--- src/sv/pip_pkg.sv ---
// Package for the point-in-polygon tester: vertex store sizing, command codes
// and coordinate types. No dependencies; used by pip_in_if and all modules.

package pip_pkg;

	// Vertex store depth and derived widths
	localparam int MAX_VERTICES = 64;
	localparam int VIDX_W       = $clog2(MAX_VERTICES);
	localparam int VCNT_W       = $clog2(MAX_VERTICES + 1);

	// Coordinate widths (degrees times 1e7)
	localparam int X_W = 32;
	localparam int Y_W = 31;

	// Shared multiplier operand and product widths
	localparam int MUL_W  = X_W + 1;
	localparam int PROD_W = 2 * MUL_W;

	typedef logic signed [X_W-1:0]    coord_x_t;
	typedef logic signed [Y_W-1:0]    coord_y_t;
	typedef logic signed [MUL_W-1:0]  mul_op_t;
	typedef logic signed [PROD_W-1:0] prod_t;
	typedef logic [VIDX_W-1:0]        vidx_t;
	typedef logic [VCNT_W-1:0]        vcnt_t;

	typedef enum logic [1:0] {
		CMD_CLEAR  = 2'd0,
		CMD_APPEND = 2'd1,
		CMD_TEST   = 2'd2,
		CMD_UNUSED = 2'd3
	} cmd_t;

endpackage

--- src/sv/pip_mul.sv ---
// Shared signed multiplier of the point-in-polygon tester, product registered.
// Depends on pip_pkg for operand and product types.

module pip_mul (
	input  logic             clk,
	input  logic             en,
	input  pip_pkg::mul_op_t a,
	input  pip_pkg::mul_op_t b,
	output pip_pkg::prod_t   p
);

	pip_pkg::prod_t p_q;

	// Multiply and hold the product until the next enabled cycle
	always_ff @(posedge clk) begin
		if (en) begin
			p_q <= pip_pkg::PROD_W'(a) * pip_pkg::PROD_W'(b);
		end
	end

	assign p = p_q;

endmodule

--- config.mk ---
export PLATFORM = sky130hd
export DESIGN_NAME = pip_mul
export DESIGN_NICKNAME = d
export VERILOG_FILES = /design/src/sv/pip_pkg.sv /design/src/sv/pip_mul.sv
export SDC_FILE = /design/constraint.sdc
export NUM_CORES = 2
export LEC_CHECK = 0
export BUFFER_PORTS_ARGS = -buffer_cell sky130_fd_sc_hd__buf_2
export CAP_MARGIN = 10
export CORE_UTILIZATION = 45
export CTS_CLUSTER_DIAMETER = 100
export CTS_CLUSTER_SIZE = 28
export DETAILED_ROUTE_END_ITERATION = 6
export GPL_ROUTABILITY_DRIVEN = 0
export SYNTH_ARGS = -nofsm -noshare
export SYNTH_HDL_FRONTEND = slang
export SYNTH_SLANG_ARGS = --single-unit
--- constraint.sdc ---
create_clock -name clk -period 7.2 [get_ports clk]
set_clock_uncertainty 0.05 [all_clocks]
set_input_delay 0 -clock clk [delete_from_list [all_inputs] [get_ports clk]]
set_output_delay 0 -clock clk [all_outputs]
set_load 0.05 [all_outputs]
* Word-level counts from Yosys, hierarchy flattened *
Cells that the tools add are included.

word-level totals
  register bits = 66
  bits in latches = 0
  bits in writable memories = 0
  memory bits (read-only) = 0
  input port bits = 68
  output and inout bits = 66
  word-level logic and storage cells = 2
  memories kept = 0

operators by class
  $add $sub $neg = 0
  multipliers = 1
  div/mod/pow operators = 0
  magnitude comparators = 0
  equal/unequal tests = 0
  shift-type cells = 0
  multiplexer cells = 0
  bitwise gates (word level) = 0
  reduce and logical (&&, ||, !) cells = 0

operator list
  cell                          number
  multiplier 33 x 33 -> 66 bit  1

* Longest topological paths before layout *
  depth in word-level cells = 1
  depth in mapped cells = 27
  depth with buffers taken out = 26

* Worst setup path after synthesis *
OpenSTA, ideal clock, no wires.

  path type = input -> register
  start point = input a[32]
  end point = register p_q[62] (netlist: p[62]), data pin
  library setup time = 269 ps
  data arrival time = 7096 ps
  data required time = 6881 ps
  slack = -215 ps
  stages = 23
  path buffers = 2
  path through = clkbuf_1 nand2_1 inv_1 fa_1 fa_1 fa_1 fa_1 fa_1 fa_1 fa_1 inv_1 fa_1 inv_1 ha_1 clkbuf_1 and3_1 nand3_1 nand2b_1 a2111oi_4 a211oi_4 a21o_2 a211oi_2 a211oi_2

between the ends
  longest elaborated chain between the ends = 1

RTL lines
  item                          line           RTL
  start, declared               pip_mul.sv:7   input pip_pkg::mul_op_t a,
  multiplier 33 x 33 -> 66 bit  pip_mul.sv:17  p_q <= pip_pkg::PROD_W'(a) * pip_pkg::PROD_W'(b);
  end signal, assigned          pip_mul.sv:17
  end, declared                 pip_mul.sv:12  pip_pkg::prod_t p_q;

Every way passes these cells.
A chain may end at the register's enable or synchronous reset.

* Worst setup path after layout *
  start point = input a[22]
  end point = register p_q[62] (netlist: p[62]), data pin

Same word-level chain as after synthesis.

==> results_dict.tcl <==
set metrics [dict create \
    crit_fanout 12 \
    grt_usage_pct 24.46 \
    yosysWarnings 0 \
    die_height_um 305.3 \
    ios 134 \
    startpoint "a[22]" \
    cts-root-buf "clkbuf_16" \
    synth_top_cell_by_area "fa_1" \
    post_dp_cell_area_sq_um 45740 \
    ys_types 80 \
    setup_tns_ns 0 \
    drc 0 \
    seqCellArea_sq_um 1982 \
    antenna_found_initial 10 \
    syn_nets 5768 \
    synth_area_leaders "fa_1 55%, inv_1 10%, and2_1 8.5%" \
    arrival_ns 6.99 \
    num_rows 110 \
    hold_start "b[0]" \
    nNetsFinal 6065 \
    drt_first_pass_iters 5 \
    seq_area_frac_synth_pct 4.788 \
    grt_max_degree 67 \
    start_util_pct 45.71 \
    clk_pin_slew_ns 0.06 \
    via_count 29384 \
    drv_slew 0 \
    cp_data_required_time_ns 7.24 \
    fmax_mhz 143.9 \
    cpPeakStageDelay_ns 0.60 \
    cp-start-kind "input pin" \
    placed_cells 5798 \
    crit_top_cell "fa_1" \
    dp_hpwl_mm 98.67 \
    final.period_utilization_pct 96.53 \
    worstHoldPathCells 3 \
    die_area_sq_um 93210 \
    placement.io_buffers 133 \
    crit_type "input pin to register" \
    drt-initial-drc-count 1411 \
    netlist_instances 4338 \
    n_fill_cell 8551 \
    viasPerCell 5.049 \
    stdcell_count 5820 \
    dp_slack_ns -0.1999 \
    multi_input_area_sq_um 34340 \
    ys_ff_latch 66 \
    worstMarginPinSlew_ns 0.9369 \
    worst_setup_path_end_kind "register" \
    clkSinkCount 66 \
    grt_pass1_vias 32589 \
    area_growth_syn_to_layout_pct 11.41 \
    setup_viol 0 \
    grt_pass1_wl_mm 177.8 \
    relSlewSlack_pct 37.54 \
    critPathSlowestCell "fa_1" \
    min_path_type "input pin to register" \
    hold_viol 0 \
    syn_area_sq_um 41390 \
    die_w_um 305.3 \
    avgRoutedWirePerCell_um 18.55 \
    routed_wl_mm 107.9 \
    cts_tree "done" \
    core-area_sq_um 90560 \
    drive_gt1_share_pct 12.20 \
    final_cell_area_sq_um 46120 \
    htree_levels 3 \
    grt_overflow 0 \
    fin_ws_ns 0.2496 \
    synthFlopType "edfxtp_1" \
    synth.avg_cell_area_sq_um 9.542 \
    ant_nets 0 \
    synth.top_cell.area_share_pct 55.37 \
    drv_cap 0 \
    status "finished clean" \
    cts-buffers-inserted 9 \
    postCtsHoldBufs 0 \
    synth_edf_count 66 \
    async_flop_share_pct 0 \
    largest_reg_flops 66 \
    post-route-min-period_ns 6.950 \
    clock_tree.buffer_depth 2 \
]
[worst paths after layout]
check | end | slack [ns]
hold / removal | p[0]$_DFFE_PP_ | 0.34
setup / recovery | p[62]$_DFFE_PP_ | 0.25
[area by class of cell]
class | instances | area share [%]
multi-input cells | 2920 | 74.46
inverters | 1131 | 9.205
repair buffers | 507 | 8.185
flip-flops and latches | 66 | 4.297
well taps | 1176 | 3.190
clock buffers | 9 | 0.4883
clock inverters | 7 | 0.1519
diodes | 4 | 0.02170
[critical path: cells and delay by family]
family	cells	cell delay, ns
and+or+nand+nor	1	0.20
AOI/OAI and AO/OA	8	1.68
adders and majority gates	9	4.37
buffers and inverters	8	0.71
[cells in the final DEF, fill, tap and decap left out, types with 5 or more instances in the layout]
cell type  count
a21oi_2        5
nand3_1       25
a21oi_1       55
nor3_1         7
xor2_1        25
buf_12        21
o21bai_1      11
clkbuf_16      9
and2_1       562
edfxtp_1      66
a31oi_1        8
and3_1         5
a21o_1        36
ha_1         217
nand4_1       11
buf_4        354
o21ai_0       25
nand2_1      551
nand2b_1      12
a211oi_1       7
fa_1        1141
buf_2        119
inv_1       1131
clkbuf_4      12
o21ai_1        6
nor2b_1        5
nor2_1        68
and4_1         5
o21a_1         6
xnor2_1       43
a211o_1        6
[per-layer routing]
layer / wire length, um / track usage [%] / share of wire (%) / up-vias
met5: 34 / 0 / 0.031 / -
met4: 3900 / 7.888 / 3.6 / 6
met3: 3858 / 2.350 / 3.6 / 184
met2: 58240 / 44.62 / 54 / 636
met1: 41920 / 30.33 / 39 / 15565
li1: - / - / - / 12993
[synthesized netlist by cell type (all sizes together) (6+ instances only)]
cell and number:
o21bai 11, nand2b 12, edfxtp 66, a21oi 61, nor2 68, xor2 25
a211oi 11, nand2 551, a21o 38, ha 217, and3 6, xnor2 43
clkbuf 208, a31oi 9, and2 563, o31ai 7, o21a 6, nand3 26
buf 13, nand4 12, a211o 6, inv 1131, o21ai 33, nor3 7
fa 1145
[metrics by stage]
| stage | hold WS [ns] | utilization [%] |
|---|---|---|
| after floorplan | 0.06250 | - |
| after detailed placement | 0.4896 | 50.51 |
| after global placement | 0.4934 | 50.51 |
| after global routing | 0.3311 | 50.93 |
| after CTS | 0.3789 | 50.83 |
| final | 0.3374 | 50.93 |
[timing repair]
| item | CTS | global route |
|---|---|---|
| resized for setup | 0 | 23 |
| setup buffers | 0 | 2 |
| setup endpoints to repair | 0 | 16 |
[cells by family (layout without fill, tap and decap cells)]
logic type,Yosys count,in the layout,synth area share (%)
adder cells (fa/ha/maj),1362,1362,61.93
buffers and inverters,1352,1654,12.31
AND/OR/NAND/NOR,1271,1271,15.53
AO/OA/AOI/OAI,219,219,4.002
XOR/XNOR,68,68,1.439
flip-flops,66,66,4.788
other,0,4,0
Power is left out: the tool's default activity adds up to more than one toggle a clock period on the data nets, which glitch-free logic cannot reach.
